## src/hdl/pcx_rle_pkg.sv

```systemverilog
// Shared types and constants for the bilevel PCX run-length decoder.
package pcx_rle_pkg;

   localparam int CODE_W      = 8;   // one compressed byte
   localparam int COUNT_W     = 6;   // repeat count of a run header
   localparam int CFG_W       = 13;  // image size registers
   localparam int POS_W       = 12;  // row and column fields of a result
   localparam int VCNT_W      = 4;   // valid pixel count of a result
   localparam int GROUP_PIX   = 8;   // pixels carried by one byte
   localparam int CSR_IDX_W   = 1;
   localparam int RSP_DATA_W  = 40;  // result fields padded to whole bytes

   localparam logic [1:0] RUN_TAG = 2'b11;  // top two bits of a run header

   localparam logic [CSR_IDX_W-1:0] CSR_IMAGE_WIDTH  = 1'b0;
   localparam logic [CSR_IDX_W-1:0] CSR_IMAGE_HEIGHT = 1'b1;

   localparam logic [CFG_W-1:0] WIDTH_RESET  = 13'd640;
   localparam logic [CFG_W-1:0] HEIGHT_RESET = 13'd480;

   // One queued piece of work: a data byte and how many groups it makes
   typedef struct packed {
      logic [COUNT_W-1:0] count;
      logic [CODE_W-1:0]  code;
   } run_word_type;

   // Handshake between the queue and the group engine
   typedef struct packed {
      logic         valid;
      run_word_type word;
   } queue_head_type;

endpackage

```

## src/hdl/pcx_rle_front.sv

```systemverilog
// Front end: parses run headers and literals and queues data bytes with their counts.
module pcx_rle_front (
   input  logic                         clock,
   input  logic                         reset,
   input  logic                         req_tvalid,
   output logic                         req_tready,
   input  logic [pcx_rle_pkg::CODE_W-1:0] req_tdata,
   input  logic                         push_full,
   output logic                         push_valid,
   output pcx_rle_pkg::run_word_type    push_word
);
   import pcx_rle_pkg::*;

   logic               run_pending_ff, run_pending_in;
   logic [COUNT_W-1:0] run_length_ff, run_length_in;
   logic               accept;
   logic               is_header;

   assign req_tready = ~push_full;
   assign accept     = req_tvalid & ~push_full;
   assign is_header  = (req_tdata[CODE_W-1 -: 2] == RUN_TAG);

   // Classify the byte: run data, run header or literal
   always_comb begin
      run_pending_in  = run_pending_ff;
      run_length_in   = run_length_ff;
      push_valid      = 1'b0;
      push_word.code  = req_tdata;
      push_word.count = COUNT_W'(1);
      if (run_pending_ff) begin
         push_word.count = run_length_ff;
         // a zero-length run swallows its data byte
         push_valid      = accept & (run_length_ff != '0);
         if (accept) begin
            run_pending_in = 1'b0;
            run_length_in  = '0;
         end
      end else if (is_header) begin
         if (accept) begin
            run_pending_in = 1'b1;
            run_length_in  = req_tdata[COUNT_W-1:0];
         end
      end else begin
         push_valid = accept;
      end
   end

   always_ff @(posedge clock) begin
      if (reset) begin
         run_pending_ff <= 1'b0;
         run_length_ff  <= '0;
      end else begin
         run_pending_ff <= run_pending_in;
         run_length_ff  <= run_length_in;
      end
   end

endmodule

```

## src/hdl/pcx_rle_fifo.sv

```systemverilog
// Two-entry queue between the byte parser and the group engine.
module pcx_rle_fifo (
   input  logic                           clock,
   input  logic                           reset,
   input  logic                           push_valid,
   input  pcx_rle_pkg::run_word_type      push_word,
   output logic                           push_full,
   output pcx_rle_pkg::queue_head_type    head,
   input  logic                           pop
);
   import pcx_rle_pkg::*;

   run_word_type mem_ff [2];
   logic         wr_ptr_ff, wr_ptr_in;
   logic         rd_ptr_ff, rd_ptr_in;
   logic [1:0]   fill_ff, fill_in;
   logic         do_push, do_pop;

   assign push_full  = (fill_ff == 2'd2);
   assign do_push    = push_valid & ~push_full;
   assign do_pop     = pop & (fill_ff != 2'd0);
   assign head.valid = (fill_ff != 2'd0);
   assign head.word  = mem_ff[rd_ptr_ff];

   // Pointer and fill bookkeeping
   always_comb begin
      wr_ptr_in = do_push ? ~wr_ptr_ff : wr_ptr_ff;
      rd_ptr_in = do_pop  ? ~rd_ptr_ff : rd_ptr_ff;
      fill_in   = fill_ff;
      if (do_push & ~do_pop) begin
         fill_in = fill_ff + 2'd1;
      end else if (do_pop & ~do_push) begin
         fill_in = fill_ff - 2'd1;
      end
   end

   always_ff @(posedge clock) begin
      if (do_push) begin
         mem_ff[wr_ptr_ff] <= push_word;
      end
   end

   always_ff @(posedge clock) begin
      if (reset) begin
         wr_ptr_ff <= 1'b0;
         rd_ptr_ff <= 1'b0;
         fill_ff   <= 2'd0;
      end else begin
         wr_ptr_ff <= wr_ptr_in;
         rd_ptr_ff <= rd_ptr_in;
         fill_ff   <= fill_in;
      end
   end

endmodule

```

## src/hdl/pcx_rle_back.sv

```systemverilog
// Back end: expands queued bytes into pixel groups, tracks position and clipping.
module pcx_rle_back #(
   parameter int DIM_W = 13
) (
   input  logic                              clock,
   input  logic                              reset,
   input  logic                              recalc,
   input  logic [DIM_W-1:0]                  dim_w,
   input  logic [DIM_W-1:0]                  dim_h,
   input  pcx_rle_pkg::queue_head_type       head,
   output logic                              pop,
   output logic                              rsp_tvalid,
   input  logic                              rsp_tready,
   output logic [pcx_rle_pkg::RSP_DATA_W-1:0] rsp_tdata,
   output logic                              rsp_tlast,
   output logic                              rsp_tuser
);
   import pcx_rle_pkg::*;

   localparam int RW = 2 * DIM_W;  // remaining pixel count
   localparam int MW = DIM_W + 3;  // room for eight row widths

   typedef enum logic [1:0] {
      ST_PROD,  // multiply rows left by width
      ST_REM,   // subtract the column offset
      ST_RUN    // expand bytes into groups
   } state_type;

   state_type          state_ff, state_in;
   logic [DIM_W-1:0]   row_ff, row_in;
   logic [DIM_W-1:0]   col_ff, col_in;
   logic               fin_ff, fin_in;
   logic [COUNT_W-1:0] grp_ff, grp_in;
   logic [RW-1:0]      prod_ff, prod_in;
   logic [RW-1:0]      rem_ff, rem_in;
   logic               rsp_valid_ff, rsp_valid_in;
   logic [CODE_W-1:0]  bits_ff, bits_in;
   logic [VCNT_W-1:0]  vcnt_ff, vcnt_in;
   logic [POS_W-1:0]   prow_ff, prow_in;
   logic [POS_W-1:0]   pcol_ff, pcol_in;
   logic               last_ff, last_in;
   logic               done_ff, done_in;

   logic               wrap;
   logic [DIM_W-1:0]   erow, ecol, diff;
   logic               out_free, emit, end_img, last_grp;
   logic [DIM_W:0]     adv_col;
   logic [DIM_W-1:0]   adv_row;
   logic [MW-1:0]      span, span_wr;
   logic [VCNT_W-1:0]  wraps;

   // Position after the lazy wrap that a narrowed width may call for
   assign wrap = (col_ff >= dim_w);
   assign erow = row_ff + DIM_W'(wrap);
   assign ecol = wrap ? '0 : col_ff;
   assign diff = (erow < dim_h) ? (dim_h - erow) : '0;

   assign out_free = ~rsp_valid_ff | rsp_tready;
   assign end_img  = (rem_ff <= RW'(GROUP_PIX));
   assign last_grp = (grp_ff + COUNT_W'(1) == head.word.count) | end_img;

   // Step the position across eight pixels; row ends crossed are found in parallel
   always_comb begin
      span    = MW'(ecol) + MW'(GROUP_PIX);
      span_wr = '0;
      wraps   = '0;
      for (int k = 1; k <= GROUP_PIX; k++) begin
         if (span >= MW'(dim_w) * MW'(k)) begin
            wraps   = VCNT_W'(k);
            span_wr = MW'(dim_w) * MW'(k);
         end
      end
      adv_col = (DIM_W + 1)'(span - span_wr);
      adv_row = erow + DIM_W'(wraps);
   end

   // Next-state logic
   always_comb begin
      state_in     = state_ff;
      row_in       = row_ff;
      col_in       = col_ff;
      fin_in       = fin_ff;
      grp_in       = grp_ff;
      prod_in      = prod_ff;
      rem_in       = rem_ff;
      rsp_valid_in = rsp_valid_ff & ~rsp_tready;
      bits_in      = bits_ff;
      vcnt_in      = vcnt_ff;
      prow_in      = prow_ff;
      pcol_in      = pcol_ff;
      last_in      = last_ff;
      done_in      = done_ff;
      pop          = 1'b0;
      emit         = 1'b0;
      case (state_ff)
         ST_PROD: begin
            prod_in  = RW'(diff) * RW'(dim_w);
            state_in = ST_REM;
         end
         ST_REM: begin
            rem_in   = prod_ff - RW'(ecol);
            state_in = ST_RUN;
         end
         ST_RUN: begin
            if (head.valid) begin
               if (fin_ff || (erow >= dim_h)) begin
                  // image complete: byte is consumed without output
                  pop    = 1'b1;
                  fin_in = 1'b1;
                  grp_in = '0;
               end else if (out_free) begin
                  emit         = 1'b1;
                  pop          = last_grp;
                  grp_in       = last_grp ? '0 : grp_ff + COUNT_W'(1);
                  fin_in       = end_img;
                  rem_in       = rem_ff - RW'(GROUP_PIX);
                  row_in       = adv_row;
                  col_in       = adv_col[DIM_W-1:0];
                  rsp_valid_in = 1'b1;
                  bits_in      = head.word.code;
                  vcnt_in      = (rem_ff < RW'(GROUP_PIX)) ? rem_ff[VCNT_W-1:0]
                                                           : VCNT_W'(GROUP_PIX);
                  prow_in      = POS_W'(erow);
                  pcol_in      = POS_W'(ecol);
                  last_in      = last_grp;
                  done_in      = end_img;
               end
            end
         end
         default: begin
            state_in = ST_PROD;
         end
      endcase
      // size change: recompute the remaining count
      if (recalc) begin
         state_in = ST_PROD;
      end
   end

   always_ff @(posedge clock) begin
      if (reset) begin
         state_ff     <= ST_PROD;
         row_ff       <= '0;
         col_ff       <= '0;
         fin_ff       <= 1'b0;
         grp_ff       <= '0;
         rsp_valid_ff <= 1'b0;
      end else begin
         state_ff     <= state_in;
         row_ff       <= row_in;
         col_ff       <= col_in;
         fin_ff       <= fin_in;
         grp_ff       <= grp_in;
         rsp_valid_ff <= rsp_valid_in;
      end
      prod_ff <= prod_in;
      rem_ff  <= rem_in;
      if (emit) begin
         bits_ff <= bits_in;
         vcnt_ff <= vcnt_in;
         prow_ff <= prow_in;
         pcol_ff <= pcol_in;
         last_ff <= last_in;
         done_ff <= done_in;
      end
   end

   assign rsp_tvalid = rsp_valid_ff;
   assign rsp_tdata  = RSP_DATA_W'({pcol_ff, prow_ff, vcnt_ff, bits_ff});
   assign rsp_tlast  = last_ff;
   assign rsp_tuser  = done_ff;

endmodule

```

## src/hdl/pcx_rle_bilevel_decoder_top.sv

```systemverilog
// Top level of the bilevel PCX run-length decoder: size registers and block wiring.
//
//   channel  direction  payload
//   req_     in         tdata[7:0] code_byte
//   rsp_     out        tdata pixel_bits, valid_count, pixel_row, pixel_col;
//                       tlast run_last; tuser image_done
//   csr_     in         index (0 image_width, 1 image_height), wdata 13 bits
//
// A literal byte makes one group; a run data byte makes one group per repeat
// (up to 63), emitted by the group engine at one group a cycle while the output
// is not stalled. Headers and zero-length runs are absorbed by the parser.
// Reset is synchronous; after reset and after each register write the engine
// recomputes the remaining pixel count (one multiply, then one subtraction).
// The two-entry queue lets the parser keep taking bytes while the output stalls.
module pcx_rle_bilevel_decoder_top #(
   parameter int MAX_DIM = 4096
) (
   input  logic                                  clock,
   input  logic                                  reset,
   input  logic                                  req_tvalid,
   output logic                                  req_tready,
   input  logic [pcx_rle_pkg::CODE_W-1:0]        req_tdata,   // [7:0] code_byte
   output logic                                  rsp_tvalid,
   input  logic                                  rsp_tready,
   // [7:0] pixel_bits, [11:8] valid_count, [23:12] pixel_row, [35:24] pixel_col
   output logic [pcx_rle_pkg::RSP_DATA_W-1:0]    rsp_tdata,
   output logic                                  rsp_tlast,   // run_last
   output logic                                  rsp_tuser,   // [0] image_done
   input  logic                                  csr_valid,
   output logic                                  csr_ready,
   input  logic [pcx_rle_pkg::CSR_IDX_W-1:0]     csr_index,
   input  logic [pcx_rle_pkg::CFG_W-1:0]         csr_wdata
);
   import pcx_rle_pkg::*;

   localparam int DIM_W = $clog2(MAX_DIM + 1);
   localparam int CW    = (DIM_W > CFG_W) ? DIM_W : CFG_W;

   logic [CFG_W-1:0] width_ff, width_in;
   logic [CFG_W-1:0] height_ff, height_in;
   logic             csr_write;
   logic [DIM_W-1:0] dim_w, dim_h;
   logic             push_full, push_valid, pop;
   run_word_type     push_word;
   queue_head_type   head;

   // Zero acts as one, anything above the limit acts as the limit
   function automatic logic [DIM_W-1:0] clamp_dim(input logic [CFG_W-1:0] v);
      logic [CW-1:0] ext;
      ext = CW'(v);
      if (ext == '0) begin
         return DIM_W'(1);
      end else if (ext > CW'(MAX_DIM)) begin
         return DIM_W'(MAX_DIM);
      end
      return DIM_W'(ext);
   endfunction

   assign csr_ready = 1'b1;
   assign csr_write = csr_valid & csr_ready;

   // Size register writes
   always_comb begin
      width_in  = width_ff;
      height_in = height_ff;
      if (csr_write) begin
         case (csr_index)
            CSR_IMAGE_WIDTH:  width_in  = csr_wdata;
            CSR_IMAGE_HEIGHT: height_in = csr_wdata;
            default: begin
               width_in = width_ff;
            end
         endcase
      end
   end

   always_ff @(posedge clock) begin
      if (reset) begin
         width_ff  <= WIDTH_RESET;
         height_ff <= HEIGHT_RESET;
      end else begin
         width_ff  <= width_in;
         height_ff <= height_in;
      end
   end

   assign dim_w = clamp_dim(width_ff);
   assign dim_h = clamp_dim(height_ff);

   pcx_rle_front u_front (
      .clock      (clock),
      .reset      (reset),
      .req_tvalid (req_tvalid),
      .req_tready (req_tready),
      .req_tdata  (req_tdata),
      .push_full  (push_full),
      .push_valid (push_valid),
      .push_word  (push_word)
   );

   pcx_rle_fifo u_fifo (
      .clock      (clock),
      .reset      (reset),
      .push_valid (push_valid),
      .push_word  (push_word),
      .push_full  (push_full),
      .head       (head),
      .pop        (pop)
   );

   pcx_rle_back #(
      .DIM_W (DIM_W)
   ) u_back (
      .clock      (clock),
      .reset      (reset),
      .recalc     (csr_write),
      .dim_w      (dim_w),
      .dim_h      (dim_h),
      .head       (head),
      .pop        (pop),
      .rsp_tvalid (rsp_tvalid),
      .rsp_tready (rsp_tready),
      .rsp_tdata  (rsp_tdata),
      .rsp_tlast  (rsp_tlast),
      .rsp_tuser  (rsp_tuser)
   );

endmodule

```

## config.mk

```make
export PLATFORM = sky130hd
export DESIGN_NAME = pcx_rle_bilevel_decoder_top
export DESIGN_NICKNAME = d
export VERILOG_FILES = /design/src/hdl/pcx_rle_pkg.sv /design/src/hdl/pcx_rle_front.sv /design/src/hdl/pcx_rle_fifo.sv /design/src/hdl/pcx_rle_back.sv /design/src/hdl/pcx_rle_bilevel_decoder_top.sv
export SDC_FILE = /design/constraint.sdc
export NUM_CORES = 1
export LEC_CHECK = 0
export ABC_AREA = 1
export BUFFER_PORTS_ARGS = -buffer_cell sky130_fd_sc_hd__buf_2
export CAP_MARGIN = 20
export CORE_MARGIN = 2
export CORE_UTILIZATION = 60
export DETAILED_ROUTE_END_ITERATION = 8
export GPL_TIMING_DRIVEN = 0
export MAX_ROUTING_LAYER = met4
export PLACE_DENSITY = 0.85
export SLEW_MARGIN = 20
export SYNTH_ARGS = -nofsm -noshare
export SYNTH_HDL_FRONTEND = slang
export SYNTH_HIERARCHICAL = 1
export SYNTH_SLANG_ARGS = --single-unit
```

## constraint.sdc

```tcl
create_clock -name clock -period 13.9 [get_ports clock]
set_clock_uncertainty 0.15 [all_clocks]
set_input_delay 2.78 -clock clock [delete_from_list [all_inputs] [get_ports clock]]
set_output_delay 2.78 -clock clock [all_outputs]
set_load 0.01 [all_outputs]
```

==> Word-level counts from Yosys, hierarchy flattened <==
Memories as Yosys holds them, arrays and structs flattened. A register that Yosys moved wholly into a read port is not among the register bits.
Cells that the tools add are included.
Widths: inputs -> output; s select.
{ "op_classes": {"addsub": 10, "mul": 5, "n_lt_le_gt_ge": 15, "eq_ne": 8, "mux": 67, "bitwise": 18, "n_reduce_logical": 18} }
{ "op_table": {"columns": ["cell", "n"], "rows": [
  ["$mux 13", 16],
  ["$mux 26", 3],
  ["$ge 14x16->1", 4],
  ["$pmux 26 s2", 1],
  ["$mux 6", 8],
  ["$mul 13x3->16 const B", 2],
  ["$ge 14x15->1", 2],
  ["$mul 13x2->15 const B", 2],
  ["$mux 1", 29],
  ["$ge 13x13->1", 2],
  ["$gt 13x13->1 const B", 2],
  ["$le 26x4->1 const B", 1],
  ["$logic_not 13->1", 2],
  ["$lt 26x4->1 const B", 1],
  ["$mul 13x13->26", 1],
  ["$sub 13x13->13", 2],
  ["$sub 26x13->26", 1],
  ["$sub 26x4->26 const B", 1],
  ["$add 13x4->14 const B", 1],
  ["$ge 14x13->1", 1],
  ["$ge 14x14->1", 1],
  ["$add 13x1->13", 1],
  ["$add 13x4->13", 1],
  ["$lt 13x13->1", 1],
  ["other kinds (24)", 55]
]} }
{ "word_totals": {"register_bits": 163, "mem_bits_rw": 28, "input_bits": 27, "output_inout_bits": 45, "elab_cells": 163, "memories": 1} }
{ "mem_list": {"columns": ["name", "words", "width", "rd", "rd_clocked_by_memory_dff", "wr", "line_no", "rtl"], "rows": [
  ["u_fifo.mem_ff", 2, 14, 1, 1, 1, "pcx_rle_fifo.sv:13", "run_word_type mem_ff [2];"]
]} }

==> Longest topological paths before layout <==
{ "logic_depth": {"depth_word": 17, "depth_mapped": 64, "depth_no_buf": 61} }

==> By module <==
The synthesis kept the hierarchy.
{ "by_module_without_submodules": {"columns": ["module", "instances", "cells_each", "area_each_um2", "seq_area_each_um2"], "rows": [
  ["pcx_rle_back", 1, 2342, 18252.5, 3423.3],
  ["pcx_rle_fifo", 1, 80, 1253.7, 940.9],
  ["pcx_rle_bilevel_decoder_top", 1, 176, 1251.2, 520.5],
  ["pcx_rle_front", 1, 72, 478.0, 140.1]
]} }

==> Worst setup path after synthesis <==
OpenSTA, ideal clock, no wires.
{ "synth_path": {"kind": "reg2reg", "startpoint": "register width_ff[1]", "endpoint": "register u_back.prod_ff[23] (data pin)", "setup_time_ns": 0.264, "arrival_time_ns": 10.024, "required_ns": 13.486, "setup_slack_ns": 3.462, "stages_incl_launch_ff": 60, "path_buffers": 2, "period_less_slack_ns": 10.438, "path_cell_list": "dfxtp_1 nor2_1 nand2_1 nor2_2 nand2_1 nand2_2 nand2_2 buf_6 nor2_2 clkinv_1 ha_1 nand2_1 inv_1 nand3_1 nor3_1 nand2_1 and2_1 buf_2 [24 not listed] fa_1 inv_1 fa_1 fa_1 inv_1 ha_1 nand2_1 o21ai_0 a21oi_1 inv_1 a21oi_1 o21ai_0 a21oi_1 o21ai_0 nand2_1 nand2_1 a31oi_1 xor2_1"} }
{ "synth_between": {"elab_chain_cells": 9, "elab_cells_between_ends": 12, "classes_between": "add/sub: 2; mul: 1; order compare: 3; mux: 5; reduce/logical: 1"} }
{ "synth_lines": {"columns": ["item", "line_no", "rtl"], "rows": [
  ["from (decl)", "pcx_rle_bilevel_decoder_top.sv:39", "logic [CFG_W-1:0] width_ff, width_in;"],
  ["from (signal assigned)", "pcx_rle_bilevel_decoder_top.sv:82", "width_ff <= width_in;"],
  ["$gt 13x13->1", "pcx_rle_bilevel_decoder_top.sv:53", "end else if (ext > CW'(MAX_DIM)) begin"],
  ["$mux 1", "pcx_rle_bilevel_decoder_top.sv:53", null],
  ["$mux 1", "pcx_rle_bilevel_decoder_top.sv:51", "if (ext == '0) begin"],
  ["$mux 13 (*)", "pcx_rle_bilevel_decoder_top.sv:56", "return DIM_W'(ext);"],
  ["net dim_w[11]", "pcx_rle_bilevel_decoder_top.sv:42", "logic [DIM_W-1:0] dim_w, dim_h;"],
  ["$ge 13x13->1", "pcx_rle_back.sv:53", "assign wrap = (col_ff >= dim_w);"],
  ["$add 13x1->13", "pcx_rle_back.sv:54", "assign erow = row_ff + DIM_W'(wrap);"],
  ["$sub 13x13->13 / $lt 13x13->1 (equally long branches)", "pcx_rle_back.sv:56", "assign diff = (erow < dim_h) ? (dim_h - erow) : '0;"],
  ["$mux 13", "pcx_rle_back.sv:56", null],
  ["$mul 13x13->26 (*)", "pcx_rle_back.sv:97", "prod_in = RW'(diff) * RW'(dim_w);"],
  ["to (signal assigned)", "pcx_rle_back.sv:156", "prod_ff <= prod_in;"],
  ["to (decl)", "pcx_rle_back.sv:34", "logic [RW-1:0] prod_ff, prod_in;"]
]} }
The timed path passes the listed nets; every way through them passes the cells marked *.
A chain may end at the register's enable or synchronous reset.

==> Worst setup path after layout <==
{ "layout_path": {"startpoint": "register width_ff[2]", "endpoint": "register u_back.prod_ff[24] (data pin)"} }
The elaborated chain is that of the path after synthesis.

==> impl_metrics.yaml <==
status:
  status: "completed"
logic_synthesis:
  synth.area.top_cells: "edfxtp_1 17%, ha_1 16%, fa_1 13%"
  ys.warnings.count: 6
  async_flop_share: 0
  synthDistinctLibCells: 62
  syn_area_um2: 21240
  synth.largest_area_cell: "edfxtp_1"
  ys.flop_type: "edfxtp_1"
  synth.most_common_cell: "inv_1"
  synth_cells: 2670
  synth_edf_count: 118
  ys_ff_latch: 192
  syn_area_per_cell_um2: 7.953
  yosys-top-cells-count: "455 x inv_1, 442 x nand2_1, 277 x ha_1"
  synth_top_area_share: 0.1669
  seq_area_frac_synth: 0.2366
grt:
  grtUsageMet1: 0.4210
  busiest_layer: "met2"
  use_met3: 0.05792
  grt_usage: 0.3328
  grt_pass1_wl_um: 93240
  grt_util_met2: 0.5324
  grt_max_degree: 48
  grt_pass1_vias: 18329
  antenna_found_initial: 0
  grt-ovfl-total: 0
cells_and_area:
  areaGrowthSynthToFinish_pct: 7.825
  fin_nets: 3207
  insertedDiodeCount: 0
  drive_gt1_frac: 0.09330
  final_cell_area_um2: 22900
placement:
  io_buffers: 66
  place_congestion: 0.9930
  dpl-instance-area_um2: 22190
  dp_hpwl_um: 45940
clock_tree:
  clock-sinks: 192
  clk_latency_ns: 0.45
  postCtsHoldBufs: 0
  cts_tree: "built"
  htree_levels: 4
  clkTransAtPathRegs_ns: 0.09
  clock-root-buffer: "clkbuf_16"
  cts-buffers-inserted: 17
  clk_path_buf_depth: 2
setup_path:
  critPathMaxStageDelay_ns: 0.82
  cp_data_required_time_ns: 13.96
  r2r_cells: 59
  critPathLaunch: "width_ff[2]$_SDFFE_PP0P_"
  cp_top_family: "adder cells"
  r2r_slack_ns: 0.85
  arrival_ns: 13.11
  worstPathMaxFanout: 12
  crit_type: "flip-flop to flip-flop"
  critPathSlowestCell: "clkinv_1"
  worst-path-buf-inv: 11
  reg2reg_to: "u_back/prod_ff[24]$_DFFE_PN_"
  cp-start-kind: "flip-flop"
  rr_startpoint: "width_ff[2]$_SDFFE_PP0P_"
  cp_common_cell: "nand2_1"
  crit_path_end_kind: "flip-flop"
timing:
  setup_tns_ns: 0
  worst_pin_slew_ns: 1.187
  max_freq_mhz: 76.64
  period_needed_ns: 13.05
  slew_violations: 0
  timing.final.crit_share: 0.9387
  finalHoldViolCount: 0
  relSlewSlack: 0.2060
  setup_violations: 0
  rsz0062_at_grt: "false"
power_and_ir_drop:
  power_density_nw_per_um2: 115.8
  p_leak_nw: 11.19
  ir_drop_mv: 0.09184
min_path:
  hold_depth: 2
  hold_class: "flip-flop to flip-flop"
  hold_path_end: "height_ff[10]$_SDFFE_PP0P_"
  worstHoldStart: "height_ff[10]$_SDFFE_PP0P_"
die:
  start_util: 0.6117
  core_um2: 34710
  ios: 72
  dieWidth_um: 192.1
  die_height_um: 192.1
  die_area_um2: 36910
  row_count: 68
run:
  maxCapViolCount: 0
route:
  drtAntennaViolNets: 0
  drtPass1Iterations: 9
  dr_total_vias: 18741
  drtIter0Drc: 1787
  routed_wl_um: 58730
  drc_errors: 0
  wl_per_cell_um: 18.18
  vias_per_cell: 5.800
-- where the power goes --
group | switching, mW | internal (mW)
Sequential | 0.0424 | 0.706
Combinational | 0.879 | 0.491
Clock | 0.278 | 0.256
-- cells by family (layout without fill, tap and decap cells) --
kind of cell,Yosys count,count (layout),synth area share
AND/OR/NAND/NOR,928,928,0.1872
AO/OA/AOI/OAI,451,451,0.1204
other,2,5,0.0003537
adder cells (fa/ha/maj),417,417,0.2952
XOR/XNOR,120,120,0.05014
flip-flops,192,192,0.2366
multiplexers,16,16,0.008367
buffers and inverters,544,647,0.1016
-- what timing repair did --
action / in CTS / in global routing
setup endpoints to repair: 0 / 7
resized for setup: 0 / 7
setup buffers: 0 / 4
endpoints found under the hold margin: 0 / 0
-- state kept, by name, summed over array words and instances, names as in the netlist, 8 cells and up, named ones only --
name / count
u_back/col_ff: 13
u_back/bits_ff: 8
u_back/rem_ff: 26
u_back/prod_ff: 26
u_back/row_ff: 13
height_ff: 13
u_back/prow_ff: 12
u_fifo/mem_ff: 28
width_ff: 13
u_back/pcol_ff: 12
-- metrics by stage --
stage                     utilization  power [mW]  hold WS, ns  worst slack (ns)  std cells
final                          0.6596       2.652       0.3310            0.8518       3231
after detailed placement       0.6393       2.087       0.3211            0.5265       3195
after CTS                      0.6581       2.631       0.3330            0.4742       3227
after global placement         0.6380       2.021       0.2853            0.8050       3194
after floorplan                     -       1.745       0.2671             3.462       2673
after global routing           0.6596       2.856       0.3399           0.05408       3231
-- area by class of cell --
class	count	area [um2]
fill	2866	11820
clock inverter	15	225.2
sequential	192	5025
tap	455	569.3
clock buffer	17	425.4
timing repair buffer	71	371.6
buffer	62	345.3
multi-input combinational	1937	14110
inverter	482	1828
-- cell usage in the layout, fill, tap and decap left out, drive strengths merged, types with 8 or more instances in the layout --
cell type    n
xor2        85
a211oi      14
o21a         8
xnor2       34
buf        103
clkbuf      47
nand2      457
fa         140
edfxtp     118
ha         277
nand3       78
nand4       30
dfxtp       74
inv        487
o211ai      11
o221ai      10
nor2       310
o21ai      128
or2          8
a31oi       11
a21oi      226
nor3        31
o21bai      12
mux2        14
-- metal layers --
metal	part of all wire	wire length (um)
met1	0.40	23720
met2	0.47	27660
met3	0.089	5245
met4	0.036	2114
met5	0	0
-- worst reg2reg max path, delay by kind of cell (launching register included) --
kind	cells	cell delay, ns
buf+inv	11	2.13
fa+ha+maj	9	3.95
simple gates	28	3.77
flops	1	0.33
xor+xnor	2	0.71
compound gates	9	1.80
-- worst max-delay path by stage --
| stage | slack, ns | cells after the start | end |
|---|---|---|---|
| 6_report | 0.85 | 59 | u_back/prod_ff[24]$_DFFE_PN_ |
| 5_1_grt | 0.05 | 59 | u_back/prod_ff[24]$_DFFE_PN_ |
| 4_1_cts | 0.47 | 60 | u_back/prod_ff[24]$_DFFE_PN_ |
| 3_5_place_dp | 0.53 | 60 | u_back/prod_ff[24]$_DFFE_PN_ |
| 3_3_place_gp | 0.80 | 60 | u_back/prod_ff[24]$_DFFE_PN_ |
| 2_1_floorplan | 3.46 | 59 | u_back/prod_ff[23]$_DFFE_PN_ |
Note: power is estimated with default switching activity, not from simulation.
